===== config.mk =====
export PLATFORM = sky130hd
export DESIGN_NAME = crlf_line_receiver_unit_flat
export DESIGN_NICKNAME = d
export VERILOG_FILES = /design/src/rtl/crlf_pkg.sv /design/src/rtl/crlf_in_if.sv /design/src/rtl/crlf_out_if.sv /design/src/rtl/crlf_line_receiver_unit.sv /design/src/flat_wrapper.sv
export SDC_FILE = /design/constraint.sdc
export NUM_CORES = 1
export LEC_CHECK = 0
export BUFFER_PORTS_ARGS = -buffer_cell sky130_fd_sc_hd__buf_2
export CORE_ASPECT_RATIO = 1.1
export CORE_UTILIZATION = 38
export CTS_CLUSTER_SIZE = 8
export DETAILED_ROUTE_END_ITERATION = 10
export PLACE_DENSITY = 0.58
export SLEW_MARGIN = 40
export SYNTH_ARGS = -nofsm -noshare
export SYNTH_HDL_FRONTEND = slang
export SYNTH_SLANG_ARGS = --single-unit
export TNS_END_PERCENT = 1

===== constraint.sdc =====
create_clock -name clk -period 5.95 [get_ports clk]
set_input_delay 0 -clock clk [delete_from_list [all_inputs] [get_ports clk]]
set_output_delay 0 -clock clk [all_outputs]
set_load 0.005 [all_outputs]

===== src/rtl/crlf_pkg.sv =====
package crlf_pkg;

  localparam int LINE_DEPTH = 64;
  localparam int ADDR_W     = $clog2(LINE_DEPTH);
  localparam int CNT_W      = $clog2(LINE_DEPTH + 1);

  localparam logic [1:0] MODE_BYTE = 2'd0;
  localparam logic [1:0] MODE_TAKE = 2'd1;
  localparam logic [1:0] MODE_READ = 2'd2;

  localparam logic [1:0] KIND_ERR  = 2'd0;
  localparam logic [1:0] KIND_TAKE = 2'd1;
  localparam logic [1:0] KIND_READ = 2'd2;

  localparam logic [7:0] CHAR_CR    = 8'd13;
  localparam logic [7:0] CHAR_LF    = 8'd10;
  localparam logic [7:0] REPLY_ADDR = 8'h01;
  localparam logic [7:0] REPLY_PORT = 8'h3f;
  localparam logic [7:0] REPLY_TYPE = 8'h01;

  localparam logic [1:0] REPLY_FIRST = 2'd0;
  localparam logic [1:0] REPLY_MID   = 2'd1;
  localparam logic [1:0] REPLY_END   = 2'd2;

  typedef struct packed {
    logic [1:0] mode;
    logic [7:0] rx_byte;
    logic [5:0] read_index;
  } rx_word_t;

  typedef struct packed {
    logic [1:0] kind;
    logic [7:0] tx_byte;
    logic [6:0] line_count;
    logic       line_overflow;
    logic [7:0] read_data;
    logic       last;
  } res_word_t;

  typedef struct packed {
    logic [1:0] kind;
    logic [6:0] line_count;
    logic       line_overflow;
    logic       in_range;
  } pend_t;

  typedef struct packed {
    logic [1:0] kind;
    logic [6:0] line_count;
    logic       line_overflow;
    logic [7:0] read_data;
    logic [1:0] phase;
  } hold_t;

endpackage


===== src/rtl/crlf_in_if.sv =====
interface crlf_in_if import crlf_pkg::*; ();
  logic     valid;
  logic     ready;
  rx_word_t data;

  modport source (output valid, output data, input ready);
  modport sink (input valid, input data, output ready);
endinterface


===== src/rtl/crlf_out_if.sv =====
interface crlf_out_if import crlf_pkg::*; ();
  logic      valid;
  logic      ready;
  res_word_t data;

  modport source (output valid, output data, input ready);
  modport sink (input valid, input data, output ready);
endinterface


===== src/rtl/crlf_line_receiver_unit.sv =====
// channel   dir  word        payload
// rx_in     in   rx_word_t   mode, rx_byte, read_index
// res_out   out  res_word_t  kind, tx_byte, line_count, line_overflow, read_data, last
//
// One word per cycle while ready; each result moves pending stage -> output register.
// An error reply holds the output for three words; a held line stalls only then.
// Line buffer is one synchronous RAM: one write or one read per accepted word.
// rst clears counters and flags; buffer contents stay undefined until written.
// A pending stage and an output register let one word enter while a result waits.
module crlf_line_receiver_unit import crlf_pkg::*; (
  input logic         clk,
  input logic         rst,
  crlf_in_if.sink     rx_in,
  crlf_out_if.source  res_out
);

  logic [7:0]       line_buffer [LINE_DEPTH];
  logic [7:0]       rd_q;
  logic [CNT_W-1:0] byte_count;
  logic             line_ready;
  logic             overflowed;
  logic [7:0]       previous_byte;

  logic  a_valid;
  pend_t a_q;
  logic  out_valid;
  hold_t out_q;

  logic              in_acc;
  logic              out_last;
  logic              out_done;
  logic              a_move;
  logic              gives_result;
  logic              buf_full;
  logic              store_byte;
  logic              line_end;
  logic [ADDR_W-1:0] rd_addr;
  logic              rd_in_range;

  assign in_acc      = rx_in.valid && rx_in.ready;
  assign out_last    = (out_q.kind != KIND_ERR) || (out_q.phase == REPLY_END);
  assign out_done    = out_valid && res_out.ready && out_last;
  assign a_move      = a_valid && (!out_valid || out_done);
  assign rx_in.ready = !a_valid || a_move;

  assign buf_full    = (byte_count == CNT_W'(LINE_DEPTH));
  assign store_byte  = in_acc && (rx_in.data.mode == MODE_BYTE) && !line_ready && !buf_full;
  assign line_end    = (rx_in.data.rx_byte == CHAR_LF) && (byte_count != '0)
                       && (previous_byte == CHAR_CR);
  assign rd_addr     = ADDR_W'(rx_in.data.read_index);
  assign rd_in_range = 32'(rx_in.data.read_index) < LINE_DEPTH;

  assign gives_result = (rx_in.data.mode == MODE_TAKE) || (rx_in.data.mode == MODE_READ)
                        || ((rx_in.data.mode == MODE_BYTE) && line_ready);

  always_ff @(posedge clk) begin
    if (store_byte) begin
      line_buffer[byte_count[ADDR_W-1:0]] <= rx_in.data.rx_byte;
    end
    if (in_acc && (rx_in.data.mode == MODE_READ)) begin
      rd_q <= line_buffer[rd_addr];
    end
  end

  always_ff @(posedge clk) begin
    if (rst) begin
      byte_count    <= '0;
      line_ready    <= 1'b0;
      overflowed    <= 1'b0;
      previous_byte <= '0;
    end else if (in_acc) begin
      unique case (rx_in.data.mode)
        MODE_BYTE: begin
          if (!line_ready) begin
            if (line_end) begin
              line_ready <= 1'b1;
            end
            if (buf_full) begin
              overflowed <= 1'b1;
            end else begin
              byte_count <= byte_count + 1'b1;
            end
            previous_byte <= rx_in.data.rx_byte;
          end
        end
        MODE_TAKE: begin
          if (line_ready) begin
            byte_count <= '0;
            line_ready <= 1'b0;
            overflowed <= 1'b0;
          end
        end
        default: ;
      endcase
    end
  end

  always_ff @(posedge clk) begin
    if (rst) begin
      a_valid <= 1'b0;
    end else if (in_acc && gives_result) begin
      a_valid <= 1'b1;
    end else if (a_move) begin
      a_valid <= 1'b0;
    end
  end

  always_ff @(posedge clk) begin
    if (in_acc) begin
      a_q.kind          <= (rx_in.data.mode == MODE_BYTE) ? KIND_ERR : rx_in.data.mode;
      a_q.line_count    <= (line_ready && (rx_in.data.mode == MODE_TAKE))
                           ? 7'(byte_count) : 7'd0;
      a_q.line_overflow <= (rx_in.data.mode == MODE_TAKE) && overflowed;
      a_q.in_range      <= rd_in_range;
    end
  end

  always_ff @(posedge clk) begin
    if (rst) begin
      out_valid   <= 1'b0;
      out_q.phase <= REPLY_FIRST;
    end else if (a_move) begin
      out_valid   <= 1'b1;
      out_q.phase <= REPLY_FIRST;
    end else if (out_valid && res_out.ready) begin
      if (out_last) begin
        out_valid <= 1'b0;
      end else begin
        out_q.phase <= out_q.phase + 1'b1;
      end
    end
    if (a_move) begin
      out_q.kind          <= a_q.kind;
      out_q.line_count    <= a_q.line_count;
      out_q.line_overflow <= a_q.line_overflow;
      out_q.read_data     <= (a_q.kind == KIND_READ && a_q.in_range) ? rd_q : 8'd0;
    end
  end

  always_comb begin
    res_out.data = '0;
    res_out.data.kind = out_q.kind;
    res_out.data.last = out_last;
    unique case (out_q.kind)
      KIND_ERR: begin
        unique case (out_q.phase)
          REPLY_FIRST: res_out.data.tx_byte = REPLY_ADDR;
          REPLY_MID:   res_out.data.tx_byte = REPLY_PORT;
          default:     res_out.data.tx_byte = REPLY_TYPE;
        endcase
      end
      KIND_TAKE: begin
        res_out.data.line_count    = out_q.line_count;
        res_out.data.line_overflow = out_q.line_overflow;
      end
      KIND_READ: res_out.data.read_data = out_q.read_data;
      default: ;
    endcase
  end

  assign res_out.valid = out_valid;

  a_count_bound: assert property (@(posedge clk) disable iff (rst)
    byte_count <= CNT_W'(LINE_DEPTH))
    else $error("byte count beyond buffer depth");

  a_ready_len: assert property (@(posedge clk) disable iff (rst)
    line_ready |-> byte_count >= CNT_W'(2))
    else $error("held line shorter than CR LF");

  a_take_frees: assert property (@(posedge clk) disable iff (rst)
    in_acc && (rx_in.data.mode == MODE_TAKE) && line_ready |=> (byte_count == '0) && !line_ready)
    else $error("take did not free the buffer");

  a_pend_holds: assert property (@(posedge clk) disable iff (rst)
    a_valid && out_valid && !res_out.ready |=> a_valid)
    else $error("pending result lost under stall");

  a_phase_range: assert property (@(posedge clk) disable iff (rst)
    out_valid |-> (out_q.phase != 2'd3))
    else $error("reply phase out of range");

endmodule


===== src/flat_wrapper.sv =====
// flat-port wrapper written by rule: the top's interface ports become plain ports
module crlf_line_receiver_unit_flat import crlf_pkg::*;
  (clk, rst, rx_in_valid, rx_in_data, rx_in_ready, res_out_valid, res_out_data, res_out_ready);
  crlf_in_if rx_in_i ();
  crlf_out_if res_out_i ();
  input logic clk;
  input logic rst;
  input wire logic [$bits(rx_in_i.valid)-1:0] rx_in_valid;
  input wire logic [$bits(rx_in_i.data)-1:0] rx_in_data;
  output wire logic [$bits(rx_in_i.ready)-1:0] rx_in_ready;
  output wire logic [$bits(res_out_i.valid)-1:0] res_out_valid;
  output wire logic [$bits(res_out_i.data)-1:0] res_out_data;
  input wire logic [$bits(res_out_i.ready)-1:0] res_out_ready;
  assign rx_in_i.valid = rx_in_valid;
  assign rx_in_i.data = rx_in_data;
  assign rx_in_ready = rx_in_i.ready;
  assign res_out_valid = res_out_i.valid;
  assign res_out_data = res_out_i.data;
  assign res_out_i.ready = res_out_ready;
  crlf_line_receiver_unit u_core (.clk(clk), .rst(rst), .rx_in(rx_in_i), .res_out(res_out_i));
endmodule

==> flow_summary.yaml, run 1 <==
drt:
  antenna_left: 0
  drc: 16
  vias_per_cell: 5.379
  vias: 10690
  initialDrtViolationCount: 1107
  wire_per_inst_um: 25.44
  routed_wl_mm: 50.56
  first_pass_iters: 10
clock_tree:
  cts_resized: 0
  cts_sinks: 569
  clk_pin_slew_ns: 0.05
  cts_buffer_depth: 3
  cts_tree: "done"
  htreeDepth: 3
  root_buffer: "clkbuf_16"
  cts_made_buffers: 81
  insertion_delay_ns: 0.59
  postCtsSetupRepairBufs: 0
yosys:
  seq_area_frac_synth_pct: 75.44
  synth_cell_types: 55
  async_reset_ff_share_pct: 0
  syn_inst: 1119
  ys_seq_elements: 569
  synth-edff-count: 548
  ys_warn_count: 0
  synth-main-ff-cell: "edfxtp_1"
  synthesis.area_sq_um: 22370
  postSynthAreaPerCell_sq_um: 19.99
worst_setup_path:
  slowest_stage: "nor2_1"
  slowest_delay_ns: 0.85
  critPathKind: "flop to flop"
  cp-end-kind: "flop"
  cp-start-kind: "flop"
  crit_required_ns: 6.15
  path_cells: "or3_1 > o21ai_0 > nor3_1 > nand3_1 > nor2_1"
  arrival_ns: 3.64
  path_buf_inv: 0
  worstPathMaxFanout: 12
  cp_top_family: "simple AND/OR/NAND/NOR gates"
sta:
  tightest_slew_ns: 0.8627
  fin_skew_ns: 0.02910
  finalSetupTns_ns: 0
  relSlewSlack_pct: 42.49
  hold_slack_ns: 0.07665
  drv_slew: 0
  fin_crit_ns: 3.440
  fin_crit_sh_pct: 57.82
  fmax_ghz: 0.2907
  rsz0062_at_grt: "false"
  final-hold-violation-count: 0
  setup_viol: 0
die:
  core_area_sq_um: 57790
  die_area_sq_um: 59840
  io_pins: 49
  fp-row-count: 92
  start_util_pct: 38.71
  die_y_um: 256.5
  die_x_um: 233.3
global_routing:
  gr-total-overflow: 0
  use_met3_pct: 3.459
  grt_use_met1_pct: 23.35
  grt_pass1_vias: 11300
  grt_pass1_wl_mm: 75.21
  antenna_found_initial: 1
  grt.busiest_layer: "met2"
  use_met2_pct: 27.57
  grt_max_degree: 78
  grt_use_total_pct: 17.31
status:
  violations: "design-rule violations"
  outcome: "finished with violations"
layout:
  most-common-layout-cells: "edfxtp_1 (548), mux4_2 (120), nor2_1 (89), clkbuf_16 (85), mux2i_1 (49)"
  mostFrequentLayoutCell: "edfxtp_1"
  finalNetCount: 1242
  drive_above_1_share_pct: 24.29
  areaGrowthSynthToFinish_pct: 14.84
  antenna_cells: 0
power:
  p_leak_nw: 8.237
  ir_drop_uv: 214.7
  power_density_nw_per_um2: 344.9
min_path:
  hold_path.class: "primary input to flop"
placement:
  io_buffers: 46
  hpwlAfterDp_mm: 30.79
  routabilityCongestion: 0.8064
job:
  max_cap_viol_count: 0
sequential cells by signal, indices dropped and copies added (netlist names):
| register | flops |
|---|---|
| u_core.line_buffer | 512 |
| u_core.out_q | 18 |
| u_core.a_q | 10 |
| u_core.previous_byte | 8 |
| u_core.rd_q | 8 |
| u_core.byte_count | 7 |
| u_core.res_out.data | 2 |
| u_core.a_valid | 1 |
| u_core.line_ready | 1 |
| u_core.overflowed | 1 |
| u_core.res_out.valid | 1 |
final timing paths:
kind | from | end | slack [ns] | cells past startpoint
worst max-delay path | u_core.byte_count[3] | u_core.line_buffer[7][3] | 2.51 | 5
worst max register to register | u_core.byte_count[3] | u_core.line_buffer[7][3] | 2.51 | 5
worst min register to register | u_core.a_q[2] | u_core.out_q[11] | 0.42 | 0
worst min-delay path | rx_in_data[3] | u_core.rd_q[1] | 0.08 | 3
layout make-up:
class | count | area (sq um)
fill | 4916 | 32090
sequential | 569 | 16880
multi-input combinational | 478 | 5119
clock buffer | 100 | 2183
tap | 752 | 940.9
timing repair buffer | 77 | 515.5
inverter | 8 | 30.03
clock inverter | 3 | 26.28
synthesized netlist by cell type (all sizes together), types with 2 or more instances:
library cell  count  share of area, %
clkbuf           23              0.39
o22ai             2             0.056
xnor2             6              0.23
o21ai            10              0.24
ha                7              0.39
nor3              5              0.11
nand3             8              0.18
buf              42               1.3
inv               7              0.12
o221ai           19              0.74
and2             28              0.78
nor4b             2             0.078
a2111oi           2             0.078
a22o              7              0.27
nand2            18              0.31
nand3b            7              0.23
a211oi           11              0.37
and3              8              0.25
nor2             95               1.6
nor2b            13              0.36
o31ai             6              0.20
a22oi             7              0.23
edfxtp          548                74
or2               2             0.056
or3b              5              0.20
a21oi            12              0.27
mux4            121                12
or3               3             0.084
mux2             10              0.50
nor4              2             0.056
mux2i            49               2.2
dfxtp            21               1.9
logic make-up after synthesis:
family / after synthesis / share of synthesized area (%)
DFF: 569 / 75.44
and+or+nand+nor: 198 / 4.357
muxes: 180 / 14.89
AOI/OAI and AO/OA: 85 / 2.830
buffers and inverters: 73 / 1.835
adders and majority gates: 7 / 0.3915
xor gates and xnor gates: 6 / 0.2349
other: 1 / 0.01676
layer usage:
| layer | vias to the layer above | wire, um |
|---|---|---|
| li1 | 4725 | - |
| met1 | 5541 | 21730 |
| met2 | 336 | 24470 |
| met3 | 84 | 2850 |
| met4 | 2 | 1498 |
| met5 | - | 11 |
through the flow:
stage | setup slack, ns | area (sq um) | power (mW) | utilization (%) | std cells
after floorplan | 3.346 | 22370 | 4.711 | - | 1120
after global placement | 2.561 | 23310 | 4.867 | 40.34 | 1870
after detailed placement | 2.492 | 23330 | 4.871 | 40.37 | 1870
after CTS | 2.433 | 25680 | 8.949 | 44.43 | 1987
after global routing | 2.194 | 25690 | 9.109 | 44.46 | 1987
final | 2.510 | 25690 | 8.860 | 44.46 | 1987
tightest hold or removal path, stage by stage:
cell and delay, ns:
buf_2 0.27, nor3_1 0.14, o32ai_1 0.11
what timing repair did:
action	4_1_cts	5_1_grt
endpoints found under the setup margin	0	0
hold buffers	14	0
hold endpoints to repair	136	0
where the power goes:
group / internal, mW / switching, mW
Sequential: 4.42 / 0.00778
Combinational: 0.140 / 0.233
Clock: 2.52 / 1.54
Total: 7.08 / 1.78
Note: power is estimated with default switching activity, not from simulation.
==> run 2: changes to the inputs <==
- PLACE_DENSITY: 0.58 -> 0.6
- clock period: 5.95 -> 2.89 ns (I/O delays scaled with it)
==> flow_summary.yaml, run 2 (synthesized netlist as in run 1, its figures left out) <==
status:
  outcome: "finished with violations"
  violations: "design-rule violations"
die:
  start_util_pct: 38.71
  die_area_sq_um: 59840
  core_area_sq_um: 57790
  die_y_um: 256.5
  io_pins: 49
  fp-row-count: 92
  die_x_um: 233.3
sta:
  relSlewSlack_pct: 43.71
  rsz0062_at_grt: "false"
  fin_skew_ns: 0.01760
  fin_crit_sh_pct: 92.90
  drv_slew: 0
  fin_crit_ns: 2.685
  finalSetupTns_ns: 0
  fmax_ghz: 0.3725
  final-hold-violation-count: 0
  setup_viol: 0
  tightest_slew_ns: 0.8443
drt:
  vias_per_cell: 5.521
  antenna_left: 0
  initialDrtViolationCount: 1076
  drc: 18
  vias: 11370
  routed_wl_mm: 52.87
  first_pass_iters: 8
  wire_per_inst_um: 25.68
clock_tree:
  root_buffer: "clkbuf_16"
  htreeDepth: 3
  cts_sinks: 569
  insertion_delay_ns: 0.61
  cts_tree: "done"
  cts_resized: 0
  cts_made_buffers: 81
  clk_pin_slew_ns: 0.05
  cts_buffer_depth: 3
  postCtsSetupRepairBufs: 0
layout:
  finalNetCount: 1314
  largest_reg_flops: 512
  design_area_sq_um: 26280
  fin_cells: 2059
  mostFrequentLayoutCell: "edfxtp_1"
  antenna_cells: 0
  areaGrowthSynthToFinish_pct: 17.46
  drive_above_1_share_pct: 28.31
  most-common-layout-cells: "edfxtp_1 (548), mux4_2 (120), nor2_1 (92), buf_4 (85), clkbuf_16 (83)"
power:
  swShare_pct: 20.60
  power_density_nw_per_um2: 695.9
  p_clk_share_pct: 45.8
  comb_power_share_pct: 4.4
  netSwitchingPower_mw: 3.767
  power.internal_mw: 14.52
  ir_drop_uv: 403.3
  p_leak_nw: 8.629
  power_mw: 18.28
  seqPwrFrac_pct: 49.8
job:
  max_cap_viol_count: 0
worst_setup_path:
  path_buf_inv: 2
  cp-start-kind: "flop"
  rr_startpoint: "u_core.byte_count[0]"
  crit_required_ns: 3.10
  path_cells: "inv_1 > ha_1 > nand3b_1 > o21ai_0 > nor3_1 > nand3_1 > buf_4 > nor2_1"
  worstPathMaxFanout: 8
  cp_top_family: "simple AND/OR/NAND/NOR gates"
  rrSetupSlack_ns: 0.21
  slowest_stage: "nor2_1"
  critPathKind: "flop to flop"
  rr_worst_depth: 8
  r2r_end: "u_core.line_buffer[63][2]"
  slowest_delay_ns: 0.68
  arrival_ns: 2.90
  cp-end-kind: "flop"
global_routing:
  gr-total-overflow: 0
  grt_pass1_vias: 11670
  grt_use_total_pct: 18.23
  grt_max_degree: 66
  antenna_found_initial: 2
  grt_pass1_wl_mm: 78.81
placement:
  place_inst: 1943
  io_buffers: 46
  hpwlAfterDp_mm: 33.47
  dpl_cell_area_sq_um: 23930
  routabilityCongestion: 0.8423
min_path:
  hold_path.class: "primary input to flop"
  hp-start: "rx_in_data[12]"
  hold_path_depth: 1
  min_to: "u_core.line_buffer[62][6]"
==> run 2: per-stage QoR <==
| stage | worst slack [ns] | utilization (%) | hold WS [ns] |
|---|---|---|---|
| after global routing | 0.03363 | 45.47 | 0.08440 |
| final | 0.2052 | 45.47 | 0.07174 |
| after floorplan | 0.2857 | - | 0.07276 |
| after CTS | 0.1424 | 45.46 | 0.04364 |
| after global placement | 0.1919 | 41.40 | 0.2761 |
| after detailed placement | 0.1498 | 41.41 | 0.2813 |
==> run 2: worst register-to-register path, stage by stage (launching register included) <==
cell	delay [ns]
dfxtp_1	0.33
inv_1	0.06
ha_1	0.20
nand3b_1	0.12
o21ai_0	0.12
nor3_1	0.40
nand3_1	0.13
buf_4	0.24
nor2_1	0.68
==> run 2: cell type report <==
class                   count  area [sq um]
clock buffers              97          2130
inverters                   8         30.03
repair buffers            149          1114
flip-flops and latches    569         16880
fillers                  4836         31510
well taps                 752         940.9
clock inverters             6         78.83
multi-input cells         478          5106
==> run 2: what timing repair did <==
item | CTS | global route
hold endpoints to repair | 97 | 0
setup endpoints to repair | 0 | 0
hold buffers | 13 | 0
==> run 2: power groups by stage <==
| stage | Combinational, mW | Sequential (mW) | Clock (mW) |
|---|---|---|---|
| global route | 0.858 | 9.10 | 8.89 |
| finish | 0.802 | 9.11 | 8.37 |
| global placement | 0.790 | 9.26 | 0 |
| detailed placement | 0.799 | 9.26 | 0 |
| floorplan | 0.445 | 9.25 | 0 |
| CTS | 0.816 | 9.11 | 8.54 |
==> run 2: how the worst max path moves through the flow <==
stage	startpoint	endpoint	slack, ns	cells after the start
floorplan	u_core.out_q[0]	u_core.out_q[1]	0.29	7
global placement	u_core.byte_count[0]	u_core.line_buffer[61][1]	0.19	8
detailed placement	u_core.out_q[0]	u_core.line_buffer[5][5]	0.15	8
CTS	u_core.byte_count[0]	u_core.line_buffer[5][7]	0.14	8
global route	u_core.byte_count[0]	u_core.line_buffer[21][5]	0.03	8
finish	u_core.byte_count[0]	u_core.line_buffer[63][2]	0.21	8
==> run 2: metal layers <==
metal | part of all wire [%] | GRT usage (%) | vias up
li1 | - | - | 4876
met4 | 2.2 | 5.919 | 0
met3 | 6.4 | 3.392 | 72
met5 | 0 | 0 | -
met1 | 42 | 25.08 | 6007
met2 | 49 | 29.20 | 413
